**config.mk**
```make
export PLATFORM = sky130hd
export DESIGN_NAME = char_lcd_nibble_sequencer_top
export DESIGN_NICKNAME = d
export VERILOG_FILES = /design/src/hdl/lcdns_pkg.sv /design/src/hdl/char_lcd_nibble_sequencer_top.sv /design/src/hdl/lcdns_front.sv /design/src/hdl/lcdns_queue.sv /design/src/hdl/lcdns_back.sv
export SDC_FILE = /design/constraint.sdc
export NUM_CORES = 1
export LEC_CHECK = 0
export BUFFER_PORTS_ARGS = -buffer_cell sky130_fd_sc_hd__buf_4
export CORE_UTILIZATION = 58
export DETAILED_ROUTE_END_ITERATION = 6
export PLACE_DENSITY = 0.79
export SKIP_CTS_REPAIR_TIMING = 1
export SYNTH_ARGS = -nofsm -noshare
export SYNTH_HDL_FRONTEND = slang
export SYNTH_SLANG_ARGS = --single-unit
```
**constraint.sdc**
```tcl
create_clock -name clk -period 4.1 [get_ports clk]
set_input_delay 0.205 -clock clk [delete_from_list [all_inputs] [get_ports clk]]
set_output_delay 0.205 -clock clk [all_outputs]
set_load 0.05 [all_outputs]
```
**src/hdl/lcdns_pkg.sv**
```systemverilog
// Package with the shared types, constants and the init table of the LCD nibble sequencer.
package lcdns_pkg;

    // Command codes carried in the mode field.
    localparam logic [1:0] MODE_INIT   = 2'd0;
    localparam logic [1:0] MODE_WRITE  = 2'd1;
    localparam logic [1:0] MODE_CLEAR  = 2'd2;
    localparam logic [1:0] MODE_CURSOR = 2'd3;

    // Configuration register indexes.
    localparam int CFG_INDEX_W = 2;
    localparam logic [CFG_INDEX_W-1:0] REG_WRITE_DELAY = 2'd0;
    localparam logic [CFG_INDEX_W-1:0] REG_CLEAR_DELAY = 2'd1;
    localparam int CFG_DATA_W = 13;

    // Register reset values.
    localparam logic [9:0]  WRITE_DELAY_RESET = 10'd46;
    localparam logic [12:0] CLEAR_DELAY_RESET = 13'd1000;

    // Fixed values used by the command decoder.
    localparam logic [7:0]  DDRAM_BASE   = 8'h80;
    localparam logic [7:0]  ROW_OFFSET   = 8'h40;
    localparam logic [5:0]  MAX_COLUMN   = 6'd39;
    localparam logic [12:0] CURSOR_POST  = 13'd40;
    localparam logic [12:0] SHORT_POST   = 13'd1;
    localparam logic [12:0] CHAR_EXTRA   = 13'd2;

    // Init sequence length and strobe counter width.
    localparam int INIT_LEN = 12;
    localparam int STEP_W   = $clog2(INIT_LEN);
    localparam logic [STEP_W-1:0] INIT_LAST = STEP_W'(INIT_LEN - 1);

    // Command queue depth.
    localparam int QUEUE_DEPTH = 2;
    localparam int QPTR_W      = $clog2(QUEUE_DEPTH);
    localparam int QCNT_W      = $clog2(QUEUE_DEPTH + 1);

    // Input word.
    typedef struct packed {
        logic [1:0] mode;
        logic [7:0] char_code;
        logic       row;
        logic [5:0] column;
    } lcd_in_t;

    // Output word: one enable strobe.
    typedef struct packed {
        logic        reg_select;
        logic [3:0]  nibble;
        logic [13:0] pre_delay_us;
        logic [12:0] post_delay_us;
        logic        last;
    } lcd_out_t;

    // Classified command handed from the front end to the strobe sequencer.
    typedef struct packed {
        logic        is_init;
        logic        reg_select;
        logic [3:0]  nib_hi;
        logic [3:0]  nib_lo;
        logic        pre_one;
        logic [12:0] post_hi;
        logic [12:0] post_lo;
    } lcd_cmd_t;

    // One strobe of the fixed wake-up sequence; RS is always low.
    function automatic lcd_out_t init_strobe(input logic [STEP_W-1:0] idx);
        lcd_out_t s;
        s = '0;
        unique case (idx)
            4'd0:    begin s.nibble = 4'h3; s.pre_delay_us = 14'd15000; end
            4'd1:    begin s.nibble = 4'h3; s.pre_delay_us = 14'd4100;  end
            4'd2:
            begin
                s.nibble = 4'h3; s.pre_delay_us = 14'd110; s.post_delay_us = 13'd1;
            end
            4'd3:    begin s.nibble = 4'h2; s.post_delay_us = 13'd40;   end
            4'd4:    begin s.nibble = 4'h2; s.post_delay_us = 13'd1;    end
            4'd5:    begin s.nibble = 4'h8; s.post_delay_us = 13'd40;   end
            4'd6:    begin s.nibble = 4'h0; s.post_delay_us = 13'd1;    end
            4'd7:    begin s.nibble = 4'h8; s.post_delay_us = 13'd40;   end
            4'd8:    begin s.nibble = 4'h0; s.post_delay_us = 13'd1;    end
            4'd9:    begin s.nibble = 4'h1; s.post_delay_us = 13'd1000; end
            4'd10:   begin s.nibble = 4'h0; s.post_delay_us = 13'd1;    end
            4'd11:   begin s.nibble = 4'h7; s.post_delay_us = 13'd40;   end
            default: s = '0;
        endcase
        s.last = (idx == INIT_LAST);
        return s;
    endfunction

endpackage

```
**src/hdl/char_lcd_nibble_sequencer_top.sv**
```systemverilog
// Top level of the character LCD nibble sequencer for a 4-bit HD44780 bus.
//
// Each accepted command word turns into a run of strobe words on the output:
// twelve for init, two for write character, clear display and move cursor.
// The sequencer sends one strobe word per clock cycle when the output is not
// stalled; a two-entry command queue sits between the command decoder and
// the sequencer, so new commands are taken while earlier ones are still
// being sent, and the input stalls only when that queue is full. The first
// strobe of a command passes through the queue entry, the command register
// and then the output register. Configuration writes are always ready and
// must only be issued while no command is in flight; the write delay
// register applies to character strobes and the clear delay register to the
// clear command.
module char_lcd_nibble_sequencer_top
    import lcdns_pkg::*;
(
    input  logic                   clk,
    input  logic                   rst_n,
    input  logic                   in_valid,
    output logic                   in_stall,
    input  lcd_in_t                in_data,
    output logic                   out_valid,
    input  logic                   out_stall,
    output lcd_out_t               out_data,
    input  logic                   cfg_valid,
    output logic                   cfg_ready,
    input  logic [CFG_INDEX_W-1:0] cfg_index,
    input  logic [CFG_DATA_W-1:0]  cfg_data
);

    lcd_cmd_t front_cmd;
    lcd_cmd_t q_data;
    logic     q_full;
    logic     q_empty;
    logic     q_pop;

    assign cfg_ready = 1'b1;
    assign in_stall  = q_full;

    // Command decoder and configuration registers.
    lcdns_front u_front (
        .clk       (clk),
        .rst_n     (rst_n),
        .cfg_valid (cfg_valid),
        .cfg_index (cfg_index),
        .cfg_data  (cfg_data),
        .cmd_in    (in_data),
        .cmd_out   (front_cmd)
    );

    // Queue of decoded commands.
    lcdns_queue u_queue (
        .clk       (clk),
        .rst_n     (rst_n),
        .push      (in_valid),
        .push_data (front_cmd),
        .pop       (q_pop),
        .pop_data  (q_data),
        .full      (q_full),
        .empty     (q_empty)
    );

    // Strobe sequencer and output register.
    lcdns_back u_back (
        .clk       (clk),
        .rst_n     (rst_n),
        .q_data    (q_data),
        .q_empty   (q_empty),
        .q_pop     (q_pop),
        .out_valid (out_valid),
        .out_stall (out_stall),
        .out_data  (out_data)
    );

endmodule

```
**src/hdl/lcdns_front.sv**
```systemverilog
// Front end: configuration registers and decoding of each command into a strobe plan.
module lcdns_front
    import lcdns_pkg::*;
(
    input  logic                   clk,
    input  logic                   rst_n,
    input  logic                   cfg_valid,
    input  logic [CFG_INDEX_W-1:0] cfg_index,
    input  logic [CFG_DATA_W-1:0]  cfg_data,
    input  lcd_in_t                cmd_in,
    output lcd_cmd_t               cmd_out
);

    logic [9:0]  write_delay_reg;
    logic [12:0] clear_delay_reg;
    logic [5:0]  col_clamped;
    logic [7:0]  cursor_addr;
    logic [12:0] char_post;

    // Configuration writes; indexes beyond the list are dropped.
    always_ff @(posedge clk or negedge rst_n)
    begin
        if (!rst_n)
        begin
            write_delay_reg <= WRITE_DELAY_RESET;
            clear_delay_reg <= CLEAR_DELAY_RESET;
        end
        else if (cfg_valid)
        begin
            if (cfg_index == REG_WRITE_DELAY)
            begin
                write_delay_reg <= cfg_data[9:0];
            end
            else if (cfg_index == REG_CLEAR_DELAY)
            begin
                clear_delay_reg <= cfg_data;
            end
        end
    end

    // Cursor address and character settle time.
    assign col_clamped = (cmd_in.column > MAX_COLUMN) ? MAX_COLUMN : cmd_in.column;
    assign cursor_addr = DDRAM_BASE + (cmd_in.row ? ROW_OFFSET : 8'd0) + {2'b00, col_clamped};
    assign char_post   = {3'b000, write_delay_reg} + CHAR_EXTRA;

    // Decode the command into the two-strobe plan, or flag the init sequence.
    always_comb
    begin
        cmd_out = '0;
        unique case (cmd_in.mode)
            MODE_INIT:
            begin
                cmd_out.is_init = 1'b1;
            end
            MODE_WRITE:
            begin
                cmd_out.reg_select = 1'b1;
                cmd_out.nib_hi     = cmd_in.char_code[7:4];
                cmd_out.nib_lo     = cmd_in.char_code[3:0];
                cmd_out.pre_one    = 1'b1;
                cmd_out.post_hi    = char_post;
                cmd_out.post_lo    = char_post;
            end
            MODE_CLEAR:
            begin
                cmd_out.nib_hi  = 4'h0;
                cmd_out.nib_lo  = 4'h1;
                cmd_out.post_hi = SHORT_POST;
                cmd_out.post_lo = clear_delay_reg;
            end
            MODE_CURSOR:
            begin
                cmd_out.nib_hi  = cursor_addr[7:4];
                cmd_out.nib_lo  = cursor_addr[3:0];
                cmd_out.post_hi = SHORT_POST;
                cmd_out.post_lo = CURSOR_POST;
            end
            default: cmd_out = '0;
        endcase
    end

endmodule

```
**src/hdl/lcdns_queue.sv**
```systemverilog
// Short command queue between the decoder and the strobe sequencer.
module lcdns_queue
    import lcdns_pkg::*;
(
    input  logic     clk,
    input  logic     rst_n,
    input  logic     push,
    input  lcd_cmd_t push_data,
    input  logic     pop,
    output lcd_cmd_t pop_data,
    output logic     full,
    output logic     empty
);

    lcd_cmd_t          entry_reg [QUEUE_DEPTH];
    logic [QPTR_W-1:0] wr_ptr_reg, wr_ptr_next;
    logic [QPTR_W-1:0] rd_ptr_reg, rd_ptr_next;
    logic [QCNT_W-1:0] count_reg, count_next;
    logic              do_push;
    logic              do_pop;

    assign full     = (count_reg == QCNT_W'(QUEUE_DEPTH));
    assign empty    = (count_reg == '0);
    assign do_push  = push && !full;
    assign do_pop   = pop && !empty;
    assign pop_data = entry_reg[rd_ptr_reg];

    // Pointer and fill count update.
    always_comb
    begin
        wr_ptr_next = do_push ? ((wr_ptr_reg == QPTR_W'(QUEUE_DEPTH - 1)) ? '0
                                 : wr_ptr_reg + 1'b1) : wr_ptr_reg;
        rd_ptr_next = do_pop ? ((rd_ptr_reg == QPTR_W'(QUEUE_DEPTH - 1)) ? '0
                                : rd_ptr_reg + 1'b1) : rd_ptr_reg;
        count_next  = count_reg + QCNT_W'(do_push) - QCNT_W'(do_pop);
    end

    always_ff @(posedge clk or negedge rst_n)
    begin
        if (!rst_n)
        begin
            wr_ptr_reg <= '0;
            rd_ptr_reg <= '0;
            count_reg  <= '0;
        end
        else
        begin
            wr_ptr_reg <= wr_ptr_next;
            rd_ptr_reg <= rd_ptr_next;
            count_reg  <= count_next;
        end
    end

    // Entry storage needs no reset.
    always_ff @(posedge clk)
    begin
        if (do_push)
        begin
            entry_reg[wr_ptr_reg] <= push_data;
        end
    end

    // The fill count never exceeds the depth.
    assert property (@(posedge clk) disable iff (!rst_n)
        count_reg <= QCNT_W'(QUEUE_DEPTH))
    else $error("queue count beyond depth");

    // The write and read pointers meet only when the queue is empty or full.
    assert property (@(posedge clk) disable iff (!rst_n)
        (wr_ptr_reg == rd_ptr_reg) |-> (empty || full))
    else $error("queue pointers inconsistent with count");

endmodule

```
**src/hdl/lcdns_back.sv**
```systemverilog
// Back end: walks each queued command through its strobes into the output register.
module lcdns_back
    import lcdns_pkg::*;
(
    input  logic     clk,
    input  logic     rst_n,
    input  lcd_cmd_t q_data,
    input  logic     q_empty,
    output logic     q_pop,
    output logic     out_valid,
    input  logic     out_stall,
    output lcd_out_t out_data
);

    logic              busy_reg, busy_next;
    logic [STEP_W-1:0] step_reg, step_next;
    lcd_cmd_t          cmd_reg;
    logic              out_valid_reg, out_valid_next;
    lcd_out_t          out_data_reg;
    logic              out_free;
    logic              emit;
    lcd_out_t          strobe;

    assign out_free = !out_valid_reg || !out_stall;
    assign emit     = busy_reg && out_free;

    // Strobe for the current step of the current command.
    always_comb
    begin
        if (cmd_reg.is_init)
        begin
            strobe = init_strobe(step_reg);
        end
        else
        begin
            strobe               = '0;
            strobe.reg_select    = cmd_reg.reg_select;
            strobe.nibble        = step_reg[0] ? cmd_reg.nib_lo : cmd_reg.nib_hi;
            strobe.pre_delay_us  = {13'd0, cmd_reg.pre_one};
            strobe.post_delay_us = step_reg[0] ? cmd_reg.post_lo : cmd_reg.post_hi;
            strobe.last          = step_reg[0];
        end
    end

    // Take the next command when idle or while the last strobe leaves.
    assign q_pop = !q_empty && (!busy_reg || (emit && strobe.last));

    always_comb
    begin
        busy_next = busy_reg;
        step_next = step_reg;
        if (emit)
        begin
            step_next = step_reg + 1'b1;
            if (strobe.last)
            begin
                busy_next = 1'b0;
            end
        end
        if (q_pop)
        begin
            busy_next = 1'b1;
            step_next = '0;
        end
        out_valid_next = emit ? 1'b1 : (out_stall ? out_valid_reg : 1'b0);
    end

    always_ff @(posedge clk or negedge rst_n)
    begin
        if (!rst_n)
        begin
            busy_reg      <= 1'b0;
            step_reg      <= '0;
            out_valid_reg <= 1'b0;
        end
        else
        begin
            busy_reg      <= busy_next;
            step_reg      <= step_next;
            out_valid_reg <= out_valid_next;
        end
    end

    // Payload registers.
    always_ff @(posedge clk)
    begin
        if (q_pop)
        begin
            cmd_reg <= q_data;
        end
        if (emit)
        begin
            out_data_reg <= strobe;
        end
    end

    assign out_valid = out_valid_reg;
    assign out_data  = out_data_reg;

    // The init step never runs past the end of its table.
    assert property (@(posedge clk) disable iff (!rst_n)
        (busy_reg && cmd_reg.is_init) |-> (step_reg <= INIT_LAST))
    else $error("init step out of range");

    // Two-strobe commands use only steps zero and one.
    assert property (@(posedge clk) disable iff (!rst_n)
        (busy_reg && !cmd_reg.is_init) |-> (step_reg <= STEP_W'(1)))
    else $error("two-strobe command past its second strobe");

    // A last strobe sent with nothing queued leaves the sequencer idle.
    assert property (@(posedge clk) disable iff (!rst_n)
        (emit && strobe.last && q_empty) |=> !busy_reg)
    else $error("sequencer busy after final strobe");

endmodule
```
**Yosys cells after proc, flatten, opt, wreduce, memory -nomap -nowiden**

Memory sizes are Yosys's and may differ from the RTL's. A register that Yosys moved wholly into a read port is not among the register bits.
Index checks and enable logic that the tools add are counted.

- Register bits after elaboration: 66
- Memories kept: 1
- Memory bits (writable): 74

Memories:

| memory | words | bits a word | read ports | clocked after memory_dff | write ports | line | text |
|---|---|---|---|---|---|---|---|
| u_queue.entry_reg | 2 | 37 | 1 | 1 | 1 | lcdns_queue.sv:15 | `lcd_cmd_t entry_reg [QUEUE_DEPTH];` |

- Add/sub/neg operators: 8
- Bitwise logic cells: 1
- Order comparisons: 1
- Multiplexer cells: 23
- Reduce and logical (&&, ||, !) cells: 26
- Equality and inequality tests: 17

Operators by type and width:

| operator | count |
|---|---|
| $pmux 26 s3 | 1 |
| $pmux 14 s3 | 1 |
| $mux 32 | 1 |
| $pmux 10 s3 | 1 |
| $pmux 8 s3 | 1 |
| $pmux 4 s5 | 1 |
| $eq 4x3->1 const B | 4 |
| $eq 4x4->1 const B | 4 |
| $mux 13 | 1 |
| $mux 4 | 3 |
| $add 10x2->11 const B | 1 |
| $mux 1 | 11 |
| $add 8x6->8 | 1 |
| $add 8x8->8 const A | 1 |
| $eq 4x2->1 const B | 2 |
| $mux 7 | 1 |
| $eq 2x2->1 const B | 3 |
| $gt 6x6->1 const B | 1 |
| $logic_not 2->1 | 3 |
| $mux 6 | 1 |
| $logic_and 1x1->1 | 5 |
| $logic_not 1->1 | 5 |
| $reduce_or 5->1 | 1 |
| $add 4x1->4 const B | 1 |
| 15 further kinds | 21 |

**Depth between registers and ports, before layout**

Gate-level depths: netlist (run 1).

- Depth after elaboration: 9
- Mapped depth: 8
- Gate-level depth less buffers: 8

**Cells and area by module**

A second synthesis (run 1) with hierarchy kept.

- Cell total of the unflattened synthesis: 466
- Area, all modules: 7210.7 sq um

By module, submodules not included:

| module | area each (sq um) | cells each | instances |
|---|---|---|---|
| lcdns_queue | 2950.3 | 133 | 1 |
| lcdns_back | 2821.5 | 188 | 1 |
| lcdns_front | 1427.6 | 143 | 1 |
| char_lcd_nibble_sequencer_top | 11.3 | 2 | 1 |

**Worst setup path after synthesis (run 1)**

OpenSTA, ideal clock, no wires.

- Path kind: register to register
- Start: register u_back.step_reg[1]
- End: register u_queue.count_reg[1]
- Cell stages (with the launch flop): 9
- Buffers on the path: 0
- Arrival: 3.448 ns
- Setup time: 0.080 ns
- Path slack: 0.572 ns
- Path through: dfrtp_1 ha_1 nand4b_1 a311oi_2 ha_1 inv_1 ha_1 xnor2_1 xnor2_1

- Cells in the longest elaborated chain, start to end: 7

RTL lines:

| what | line | text |
|---|---|---|
| from (decl) | lcdns_back.sv:16 | `logic [STEP_W-1:0] step_reg, step_next;` |
| from (signal assigned) | lcdns_back.sv:79 | `step_reg <= step_next;` |
| $eq 4x4->1 | lcdns_pkg.sv:88 | `s.last = (idx == INIT_LAST);` |
| $mux 32 | lcdns_back.sv:30 | `if (cmd_reg.is_init)` |
| $logic_and 1x1->1 | lcdns_back.sv:46 | `assign q_pop = !q_empty && (!busy_reg \|\| (emit && strobe.last));` |
| $logic_or 1x1->1 | lcdns_back.sv:46 |  |
| $logic_and 1x1->1 | lcdns_back.sv:46 |  |
| via q_pop | char_lcd_nibble_sequencer_top.sv:35 | `logic q_pop;` |
| $logic_and 1x1->1 | lcdns_queue.sv:25 | `assign do_pop = pop && !empty;` |
| $sub 2x1->2 | lcdns_queue.sv:35 | `count_next = count_reg + QCNT_W'(do_push) - QCNT_W'(do_pop);` |
| via u_queue.count_next[1] | lcdns_queue.sv:18 | `logic [QCNT_W-1:0] count_reg, count_next;` |
| to (signal assigned) | lcdns_queue.sv:50 | `count_reg <= count_next;` |
| to (decl) | lcdns_queue.sv:18 |  |

The timed path passes the listed nets, and every way through them passes these cells.
A chain may end at the register's enable or synchronous reset.

**Worst setup path after layout (run 1)**

- Start: register u_back.step_reg[0]
- End: register u_queue.count_reg[1]

- Cells in the longest elaborated chain, start to end: 7

RTL lines:

| what | line |
|---|---|
| $eq 4x4->1 | lcdns_pkg.sv:88 |
| $mux 32 (*) | lcdns_back.sv:30 |
| $logic_and 1x1->1 (*) | lcdns_back.sv:46 |
| $logic_or 1x1->1 (*) | lcdns_back.sv:46 |
| $logic_and 1x1->1 (*) | lcdns_back.sv:46 |
| via q_pop | char_lcd_nibble_sequencer_top.sv:35 |
| $logic_and 1x1->1 (*) | lcdns_queue.sv:25 |
| $sub 2x1->2 (*) | lcdns_queue.sv:35 |
| via u_queue.count_next[1] | lcdns_queue.sv:18 |

The timed path passes the listed nets; every way through them passes the cells marked *.

==> metrics, run 1 <==
Port Buf Inserts 69; Final Critical Period 3.00 ns; Area Growth Syn to Fin 18.2%; Area after DPL 0.00725 mm²; type of the most critical hold path input port to flip-flop; Main synth FF type edfxtp_1; via count 3,655; CTS Sinks 159; Hold WS 0.0256 ns; DRC 0; peak supply drop 0.415 mV; die footprint 0.0119 mm²; Power Dens Cells 711 mW/mm²; status completed; Async SR Flop Fraction 0.208; Fmax 0.333 GHz; via density per instance 5.59; CTS tree built; Setup crit end kind flip-flop; largest net degree at the start of global routing 36; layout cell share with drive strength beyond 1 0.346; Ys Warns 0; syn avg cell area 15.4 µm²; fin crit share 0.733; crit path DAT 3.33 ns; diodes inserted 0; slew of the pin with the lowest slew margin 0.997 ns; TritonRoute pass-1 iters 4; GRT Total Usage 0.215; utilization after layout 0.716; I/O pins 73; fill count 696; Final Non-Filler Cells 654; wire length per cell 17.4 µm; Die Wd 109 µm; synthesized flop and latch total 159; HPWL Detailed 7470 µm; Leak 3.07 nW; data required time at the worst endpoint 4.43 ns; initial DRC count 186; startpoint types flip-flop; Cells after Synth 433; Netlist Area Pre-Place 0.00665 mm²; clock buffer depth 2; global route total overflow 0; CTS root buf clkbuf_16; count of cell types in the netlist 50; placed insts 621; Placer Congestion 0.883; Slew Limit Fails 0; crit path kind flip-flop to flip-flop; final setup fails 0; die height 109 µm; first-pass GRT wire length 18,700 µm; Final Hold Viols 0; H-Tree Depth 4; drt total wl 11,400 µm; DRT antenna net count 0; Final nets 545; EDFF count, synth 126; clock-pin slew on the worst setup and hold paths 0.06 ns; Fin Clk Skew 0.00958 ns; max reg flops 68; Rows 38; clock buffer count from CTS 17; Initial Utilization 0.605; headroom to the max-slew limit 0.335; crit path max fanout 23; Worst-Skew Late Latency 0.42 ns; Seq/Total Area, Yosys 0.695; vias in the first global route 3,727; Setup TNS 0 ns; unrepaired setup endpoints after global routing false; final instance area 0.00786 mm²; MaxCap Viol Count 0; core box area 0.0110 mm²; antenna violations before repair 0
## report_power, final
group	leakage (nW)	switching [mW]	internal, mW
Sequential	1.57	0.271	2.29
Combinational	1.20	0.881	0.583
Clock	0.296	0.572	0.997
Total	3.07	1.72	3.87
## metrics by stage
stage | total power [mW] | setup slack, ns
2_1_floorplan | 3.63 | 0.572
3_5_place_dp | 4.04 | 1.16
3_3_place_gp | 3.97 | 1.33
5_1_grt | 5.85 | 0.899
4_1_cts | 5.63 | 1.11
6_report | 5.59 | 1.10
## cells in the final DEF (no fill, tap or decap), drive strengths merged, types with 4 or more instances in the layout
cell type,n
xnor2,4
buf,75
and2,5
clkbuf,26
nand2,21
inv,14
nor2b,10
or4,4
ha,7
dfstp,10
edfxtp,126
mux2i,16
dfrtp,23
o211ai,6
o21ai,18
a21oi,7
nor2,20
and3,5
nand3,10
clkinv,4
mux2,57
## routing by layer
layer  wire length [µm]  track usage
met1               4930        0.273
met2               5760        0.358
met3                599       0.0568
met4                110       0.0782
met5                  0            0
## Yosys cell counts, types with 3 or more instances
library cell    n  area (µm²)
or4_1           3        22.5
buf_4          10        75.1
mux2_2         57         642
dfstp_2        10         263
xnor2_1         4        35.0
edfxtp_1      126        3780
nor2b_1        10        62.6
inv_1          14        52.6
mux2i_1        16         160
and2_1          5        31.3
nand3_1         9        45.0
nand2_1        21        78.8
a21o_1          3        22.5
nor2_1         20        75.1
xor2_1          3        26.3
buf_2           9        45.0
and3_1          5        31.3
ha_1            7        87.6
o21a_1          3        22.5
o21ai_0        18        90.1
dfrtp_1        23         576
clkbuf_1        8        30.0
a21oi_1         7        35.0
o211ai_1        6        45.0
## cells by family after synthesis
kind of cell,after synthesis,share of synthesized area
compound gates,55,0.0574
xor+xnor,7,0.00922
fa+ha+maj,7,0.0132
buf+inv,42,0.0322
flops,159,0.695
mux,73,0.121
other cells,2,0.00113
simple gates,88,0.0713
## cell type report
cell class	count	area, µm²	area share
Sequential cell	159	4620	0.588
Multi-Input combinational cell	233	1840	0.234
Timing Repair Buffer	76	573	0.0729
Clock buffer	26	522	0.0664
Tap cell	140	175	0.0223
Clock inverter	6	78.8	0.0100
Inverter	14	52.6	0.00669
## worst max-delay path, cell delays in order, from the launching register on
cell and delay, ns:
dfrtp_1 1.00, ha_1 0.44, nand4b_1 0.31, a311oi_4 0.38, ha_1 0.27, inv_1 0.07
ha_1 0.15, xnor2_1 0.15, xnor2_1 0.15
## worst paths after layout
path	from	end	slack (ns)	depth (start not counted)
setup reg to reg	u_back.step_reg[0]	u_queue.count_reg[1]	1.10	8
hold reg to reg	u_front.clear_delay_reg[11]	u_front.clear_delay_reg[11]	0.51	1
max in group asynchronous	rst_n	u_front.clear_delay_reg[5]	3.48	2
hold / removal	cfg_data[11]	u_front.clear_delay_reg[11]	0.03	2
setup / recovery	u_back.step_reg[0]	u_queue.count_reg[1]	1.10	8
min in group asynchronous	rst_n	u_front.write_delay_reg[9]	0.27	2
Note: power is estimated with default switching activity, not from simulation.
==> inputs of run 2 (changes only) <==
--- a/config.mk
+++ b/config.mk
@@ -6,9 +6,9 @@
 export NUM_CORES = 1
 export LEC_CHECK = 0
 export BUFFER_PORTS_ARGS = -buffer_cell sky130_fd_sc_hd__buf_4
-export CORE_UTILIZATION = 58
+export CORE_UTILIZATION = 53
 export DETAILED_ROUTE_END_ITERATION = 6
-export PLACE_DENSITY = 0.79
+export PLACE_DENSITY = 0.76
 export SKIP_CTS_REPAIR_TIMING = 1
 export SYNTH_ARGS = -nofsm -noshare
 export SYNTH_HDL_FRONTEND = slang
==> constraint.sdc (replaced) <==
create_clock -name clk -period 2.74 [get_ports clk]
set_input_delay 0.137 -clock clk [delete_from_list [all_inputs] [get_ports clk]]
set_output_delay 0.137 -clock clk [all_outputs]
set_load 0.05 [all_outputs]
==> run 2 against run 1 <==
Worst setup slack lost 0.67 ns. Hold slack worse by 0.011 ns. Sequential power is 46% higher. Sequential share of layout area shrank 1.7 points. Design area increased by 3.1%. Critical path depth unchanged. Routed wire length rose by 3.7%. Combinational power rose by 60%. Total power increased by 54%. Clock skew fell by 0.0033 ns.
==> metrics, run 2 (synthesized netlist as in run 1, its figures left out) <==
status completed (unchanged); Leak 3.14 nW (was 3.07 nW); fill count 845 (was 696); crit path DAT 2.66 ns (was 3.33 ns); area taken by multi-input logic gates 0.00185 mm² (was 0.00184 mm²); clock buffer count from CTS 17 (unchanged); I/O pins 73 (unchanged); type of the most critical hold path input port to flip-flop (unchanged); DRT antenna net count 0 (unchanged); Fmax 0.432 GHz (was 0.333 GHz); Setup crit end kind flip-flop (unchanged); pre-CTS setup slack 0.452 ns (was 1.16 ns); initial DRC count 202 (was 186); MaxCap Viol Count 0 (unchanged); Placer Congestion 0.869 (was 0.883); Fin Clk Skew 0.00633 ns (was 0.00958 ns); worst r2r src u_back.step_reg[0] (unchanged); endpoint of the lowest-slack register-to-register path u_queue.count_reg[1] (unchanged); placed insts 651 (was 621); Slew Limit Fails 0 (unchanged); final setup fails 0 (unchanged); TritonRoute pass-1 iters 4 (unchanged); diodes inserted 0 (unchanged); DRC 0 (unchanged); largest net degree at the start of global routing 36 (unchanged); Port Buf Inserts 69 (unchanged); commonest non-fill, non-tap cell in the layout edfxtp_1 (unchanged); Sequential Area 0.00462 mm² (about the same); GRT Total Usage 0.198 (was 0.215); headroom to the max-slew limit 0.477 (was 0.335); Worst-Skew Late Latency 0.42 ns (about the same); die height 114 µm (was 109 µm); slew of the pin with the lowest slew margin 0.783 ns (was 0.997 ns); CTS root buf clkbuf_16 (unchanged); unrepaired setup endpoints after global routing false (unchanged); Initial Utilization 0.549 (was 0.605); Reg2Reg Setup Slack 0.43 ns (was 1.10 ns); drt total wl 11,800 µm (was 11,400 µm); vias in the first global route 3,823 (was 3,727); fin crit share 0.844 (was 0.733); worst r2r path cells 8 (unchanged); Power Dens Cells 1060 mW/mm² (was 711 mW/mm²); hold depth 2 (unchanged); most frequent cells in the layout edfxtp_1 (126), buf_4 (77), mux2_2 (57) (was edfxtp_1 (126), buf_4 (75), mux2_2 (57)); antenna violations before repair 0 (unchanged); Hold WS 0.0149 ns (was 0.0256 ns); Hold EP u_queue.entry_reg[0][34] (was u_front.clear_delay_reg[11]); via count 3,794 (was 3,655); clock buffer depth 2 (unchanged); crit path max fanout 12 (was 23); clock-pin slew on the worst setup and hold paths 0.06 ns (about the same); die footprint 0.0130 mm² (was 0.0119 mm²); Final WS setup 0.426 ns (was 1.10 ns); startpoint types flip-flop (unchanged); wire length per cell 17.0 µm (was 17.4 µm); first-pass GRT wire length 19,100 µm (was 18,700 µm); Setup TNS 0 ns (unchanged); data required time at the worst endpoint 3.08 ns (was 4.43 ns); Rows 40 (was 38); Area Growth Syn to Fin 21.8% (was 18.2%); layout cell share with drive strength beyond 1 0.353 (was 0.346); Final nets 560 (was 545); peak supply drop 0.540 mV (was 0.415 mV); H-Tree Depth 4 (unchanged); CTS tree built (unchanged); Hold Crit Start in_data[14] (was cfg_data[11]); global route total overflow 0 (unchanged); Final Hold Viols 0 (unchanged); Final Non-Filler Cells 697 (was 654); max reg flops 68 (unchanged); core box area 0.0121 mm² (was 0.0110 mm²); Die Wd 114 µm (was 109 µm); Final Critical Period 2.31 ns (was 3.00 ns); CTS Sinks 159 (unchanged); HPWL Detailed 7680 µm (was 7470 µm); crit path kind flip-flop to flip-flop (unchanged); via density per instance 5.44 (was 5.59)
[run 2: routing by layer]
| metal | routed length (µm) | global-route usage | vias up |
|---|---|---|---|
| met1 | 5150 | 0.248 | 1863 |
| met4 | 238 | 0.0935 | 0 |
| met2 | 5920 | 0.328 | 137 |
| li1 | - | - | 1777 |
| met3 | 521 | 0.0462 | 17 |
| met5 | 0 | 0 | - |
[run 2: worst max path at each step]
| stage | from | end | cells past startpoint |
|---|---|---|---|
| after floorplan | u_back.step_reg[1] | u_queue.count_reg[1] | 8 |
| after global placement | u_back.step_reg[0] | u_queue.count_reg[1] | 8 |
| after detailed placement | u_back.step_reg[0] | u_queue.count_reg[1] | 8 |
| after CTS | u_back.step_reg[0] | u_queue.count_reg[1] | 8 |
| after global routing | u_back.step_reg[0] | u_queue.count_reg[1] | 8 |
| final | u_back.step_reg[0] | u_queue.count_reg[1] | 8 |
[run 2: per-stage QoR]
stage | util | power (mW) | cell area, µm²
after floorplan | - | 5.45 | 6680
after global placement | 0.604 | 5.99 | 7310
after detailed placement | 0.604 | 6.08 | 7310
after CTS | 0.657 | 8.62 | 7960
after global routing | 0.669 | 8.95 | 8100
final | 0.669 | 8.58 | 8100
[run 2: where the power goes]
group | total [mW] | internal, mW | switching (mW)
Sequential | 3.73 | 3.42 | 0.306
Clock | 2.52 | 1.61 | 0.916
Combinational | 2.33 | 0.895 | 1.44
Total | 8.58 | 5.92 | 2.66
[run 2: cell type report]
type,count,share of cell area
Tap cell,168,0.0259
Sequential cell,159,0.571
Clock buffer,21,0.0581
Clock inverter,11,0.0221
Multi-Input combinational cell,233,0.228
Timing Repair Buffer,91,0.0886
Inverter,14,0.00649
[run 2: critical path, cell delays in order, from the launching register on]
cell	delay, ns
dfrtp_1	0.64
ha_4	0.25
nand4b_1	0.29
a311oi_4	0.31
ha_1	0.27
inv_1	0.06
ha_1	0.15
xnor2_1	0.13
xnor2_1	0.14
==> inputs of run 3 (changes only) <==
--- a/config.mk
+++ b/config.mk
@@ -5,10 +5,11 @@
 export SDC_FILE = /design/constraint.sdc
 export NUM_CORES = 1
 export LEC_CHECK = 0
+export ABC_AREA = 1
 export BUFFER_PORTS_ARGS = -buffer_cell sky130_fd_sc_hd__buf_4
-export CORE_UTILIZATION = 53
+export CORE_UTILIZATION = 58
 export DETAILED_ROUTE_END_ITERATION = 6
-export PLACE_DENSITY = 0.76
+export PLACE_DENSITY = 0.79
 export SKIP_CTS_REPAIR_TIMING = 1
 export SYNTH_ARGS = -nofsm -noshare
 export SYNTH_HDL_FRONTEND = slang
==> constraint.sdc (replaced) <==
create_clock -name clk -period 2.17 [get_ports clk]
set_input_delay 0.1085 -clock clk [delete_from_list [all_inputs] [get_ports clk]]
set_output_delay 0.1085 -clock clk [all_outputs]
set_load 0.05 [all_outputs]
==> run 3 against run 2 <==
Critical endpoint unchanged. First-iteration DRC count increased by 44%. Clock-buffer cell count shrank 2. Via count grew 13%. Largest cell class unchanged. Total power rose by 42%. Worst setup slack worse by 0.25 ns. Non-clock buffer count is 3 higher. The flow now finishes with violations (negative hold slack). Design area decreased by 1.0%. Final cell count is 19% higher. Highest routed layer unchanged.
==> metrics, run 3 <==
vias in the first global route 4,090 (was 3,823); clock-pin slew on the worst setup and hold paths 0.06 ns (about the same); Post-synth top cells nand2_1 (178), edfxtp_1 (126), nor2_1 (57), inv_1 (44), o21ai_0 (44) (was edfxtp_1 (126), mux2_2 (57), dfrtp_1 (23), nand2_1 (21), nor2_1 (20)); Final nets 722 (was 560); placed insts 785 (was 651); fin crit share 0.921 (was 0.844); Final Critical Period 2.00 ns (was 2.31 ns); syn avg cell area 11.2 µm² (was 15.4 µm²); die footprint 0.0119 mm² (was 0.0130 mm²); startpoint types flip-flop (unchanged); hold depth 3 (was 2); clock buffer count from CTS 17 (unchanged); Final Non-Filler Cells 830 (was 697); core box area 0.0110 mm² (was 0.0121 mm²); data required time at the worst endpoint 2.51 ns (was 3.08 ns); Rows 38 (was 40); Initial Utilization 0.604 (was 0.549); Main synth FF type edfxtp_1 (unchanged); unrepaired setup endpoints after global routing false (unchanged); crit path DAT 2.33 ns (was 2.66 ns); Die Wd 109 µm (was 114 µm); EDFF count, synth 126 (unchanged); slew of the pin with the lowest slew margin 0.551 ns (was 0.783 ns); type of the most critical hold path input port to flip-flop (unchanged); CTS Sinks 159 (unchanged); Worst-Skew Late Latency 0.41 ns (was 0.42 ns); TritonRoute pass-1 iters 4 (unchanged); Sequential Area 0.00462 mm² (unchanged); most frequent cell after synthesis nand2_1 (was edfxtp_1); Netlist Area Pre-Place 0.00666 mm² (was 0.00665 mm²); Async SR Flop Fraction 0.208 (unchanged); largest net degree at the start of global routing 39 (was 36); max reg flops 68 (unchanged); final setup fails 0 (unchanged); synthesized flop and latch total 159 (unchanged); count of cell types in the netlist 38 (was 50); status finished with violations (was completed); Most Crowded Layer GR met2 (unchanged); crit path max fanout 4 (was 12); via density per instance 5.16 (was 5.44); Setup crit end kind flip-flop (unchanged); Slew Limit Fails 0 (unchanged); commonest non-fill, non-tap cell in the layout nand2_1 (was edfxtp_1); biggest area consumer among synthesized cells edfxtp_1 (unchanged); DRT antenna net count 0 (unchanged); drt total wl 11,900 µm (was 11,800 µm); most frequent cells in the layout nand2_1 (178), edfxtp_1 (126), buf_4 (78) (was edfxtp_1 (126), buf_4 (77), mux2_2 (57)); headroom to the max-slew limit 0.632 (was 0.477); CTS tree built (unchanged); Fmax 0.500 GHz (was 0.432 GHz); total power 12.2 mW (was 8.58 mW); fill count 712 (was 845); Power Dens Cells 1520 mW/mm² (was 1060 mW/mm²); met3 Usage GRT 0.0604 (was 0.0462); antenna violations before repair 0 (unchanged); H-Tree Depth 4 (unchanged); Port Buf Inserts 69 (unchanged); DRC 0 (unchanged); GRT Total Usage 0.219 (was 0.198); synth top area cells edfxtp_1 (57%), nand2_1 (10%), dfrtp_1 (8.6%) (was edfxtp_1 (57%), mux2_2 (9.7%), dfrtp_1 (8.7%)); Seq/Total Area, Yosys 0.694 (was 0.695); I/O pins 73 (unchanged); die height 109 µm (was 114 µm); Ys Warns 0 (unchanged); Fin Clk Skew 0.00517 ns (was 0.00633 ns); peak supply drop 1.05 mV (was 0.540 mV); met2 GRT Util 0.350 (was 0.328); M1 GR Usage 0.283 (was 0.248); CTS root buf clkbuf_16 (unchanged); Area Growth Syn to Fin 20.3% (was 21.8%); clock buffer depth 2 (unchanged); utilization after layout 0.727 (was 0.669); diodes inserted 0 (unchanged); Final Hold Viols 2 (was 0); global route total overflow 0 (unchanged); Setup TNS 0 ns (unchanged); initial DRC count 291 (was 202); Leak 3.43 nW (was 3.14 nW); first-pass GRT wire length 19,300 µm (was 19,100 µm); layout cell share with drive strength beyond 1 0.209 (was 0.353); worst r2r path cells 12 (was 8); share of the synthesized area in the top cell type 0.568 (was 0.569); failing checks negative hold slack; HPWL Detailed 7960 µm (was 7680 µm); Reg2Reg Setup Slack 0.17 ns (was 0.43 ns); wire length per cell 14.3 µm (was 17.0 µm); via count 4,282 (was 3,794); Cells after Synth 593 (was 433); crit path kind flip-flop to flip-flop (unchanged); MaxCap Viol Count 0 (unchanged); Placer Congestion 0.875 (was 0.869); area taken by multi-input logic gates 0.00168 mm² (was 0.00185 mm²); Hold WS -0.0170 ns (was 0.0149 ns)
==> run 3: changes by cell type after synthesis, moves of 5 or more <==
| cell | delta |
|---|---|
| inv_1 | +30 |
| and3_1 | -5 |
| nand2_1 | +157 |
| mux2i_1 | -16 |
| and2_1 | -5 |
| nor2b_1 | -10 |
| nor2_1 | +37 |
| o31ai_1 | +6 |
| o21ai_0 | +26 |
| mux2_2 | -56 |
==> run 3: path summary, 6_finish.rpt <==
| kind | from | to |
|---|---|---|
| max in group asynchronous | rst_n | u_front.clear_delay_reg[5] |
| min in group asynchronous | rst_n | u_front.write_delay_reg[6] |
| max reg2reg | u_back.step_reg[1] | u_queue.count_reg[1] |
| max | u_back.step_reg[1] | u_queue.count_reg[1] |
| min reg2reg | u_front.clear_delay_reg[7] | u_front.clear_delay_reg[7] |
| min | cfg_data[0] | u_front.clear_delay_reg[0] |
==> run 3: logic make-up after synthesis <==
group	after synthesis	synth area share
other	2	0.00113
adder cells (fa/ha/maj)	7	0.0131
multiplexers	1	0.00169
XOR/XNOR	6	0.00789
buffers and inverters	79	0.0558
flip-flops	159	0.694
AO/OA/AOI/OAI	69	0.0588
AND/OR/NAND/NOR	270	0.168
==> run 3: metrics by stage <==
stage | cell area [µm²] | setup slack (ns)
CTS | 7880 | 0.173
finish | 8020 | 0.171
global placement | 7300 | 0.259
floorplan | 6680 | -0.107
global route | 8020 | 0.0390
detailed placement | 7300 | 0.197
==> run 3: cell type report <==
type                    instances  area share
flip-flops and latches        159       0.577
multi-input cells             356       0.209
repair buffers                 94      0.0955
clock buffers                  19      0.0540
inverters                      50      0.0247
well taps                     140      0.0218
clock inverters                12      0.0181
==> run 3: per-layer routing <==
metal  routed length, µm  part of all wire
met5                   0                 0
met3                 648             0.055
met2                5840              0.49
met4                 167             0.014
met1                5230              0.44
==> run 3: power by group <==
part,total (mW),switching [mW],internal (mW)
clock network,2.90,1.11,1.79
logic,4.14,2.95,1.19
registers,5.15,0.379,4.77
==> run 3: critical path, stage by stage (launching register included) <==
cell and delay (ns):
dfrtp_1 0.41, ha_1 0.24, nand3_2 0.12, nand2_1 0.07
nand3_2 0.07, nand2_2 0.08, nand2_4 0.09, inv_6 0.03
ha_1 0.27, inv_1 0.04, ha_1 0.18, xnor2_1 0.16
xor2_1 0.16
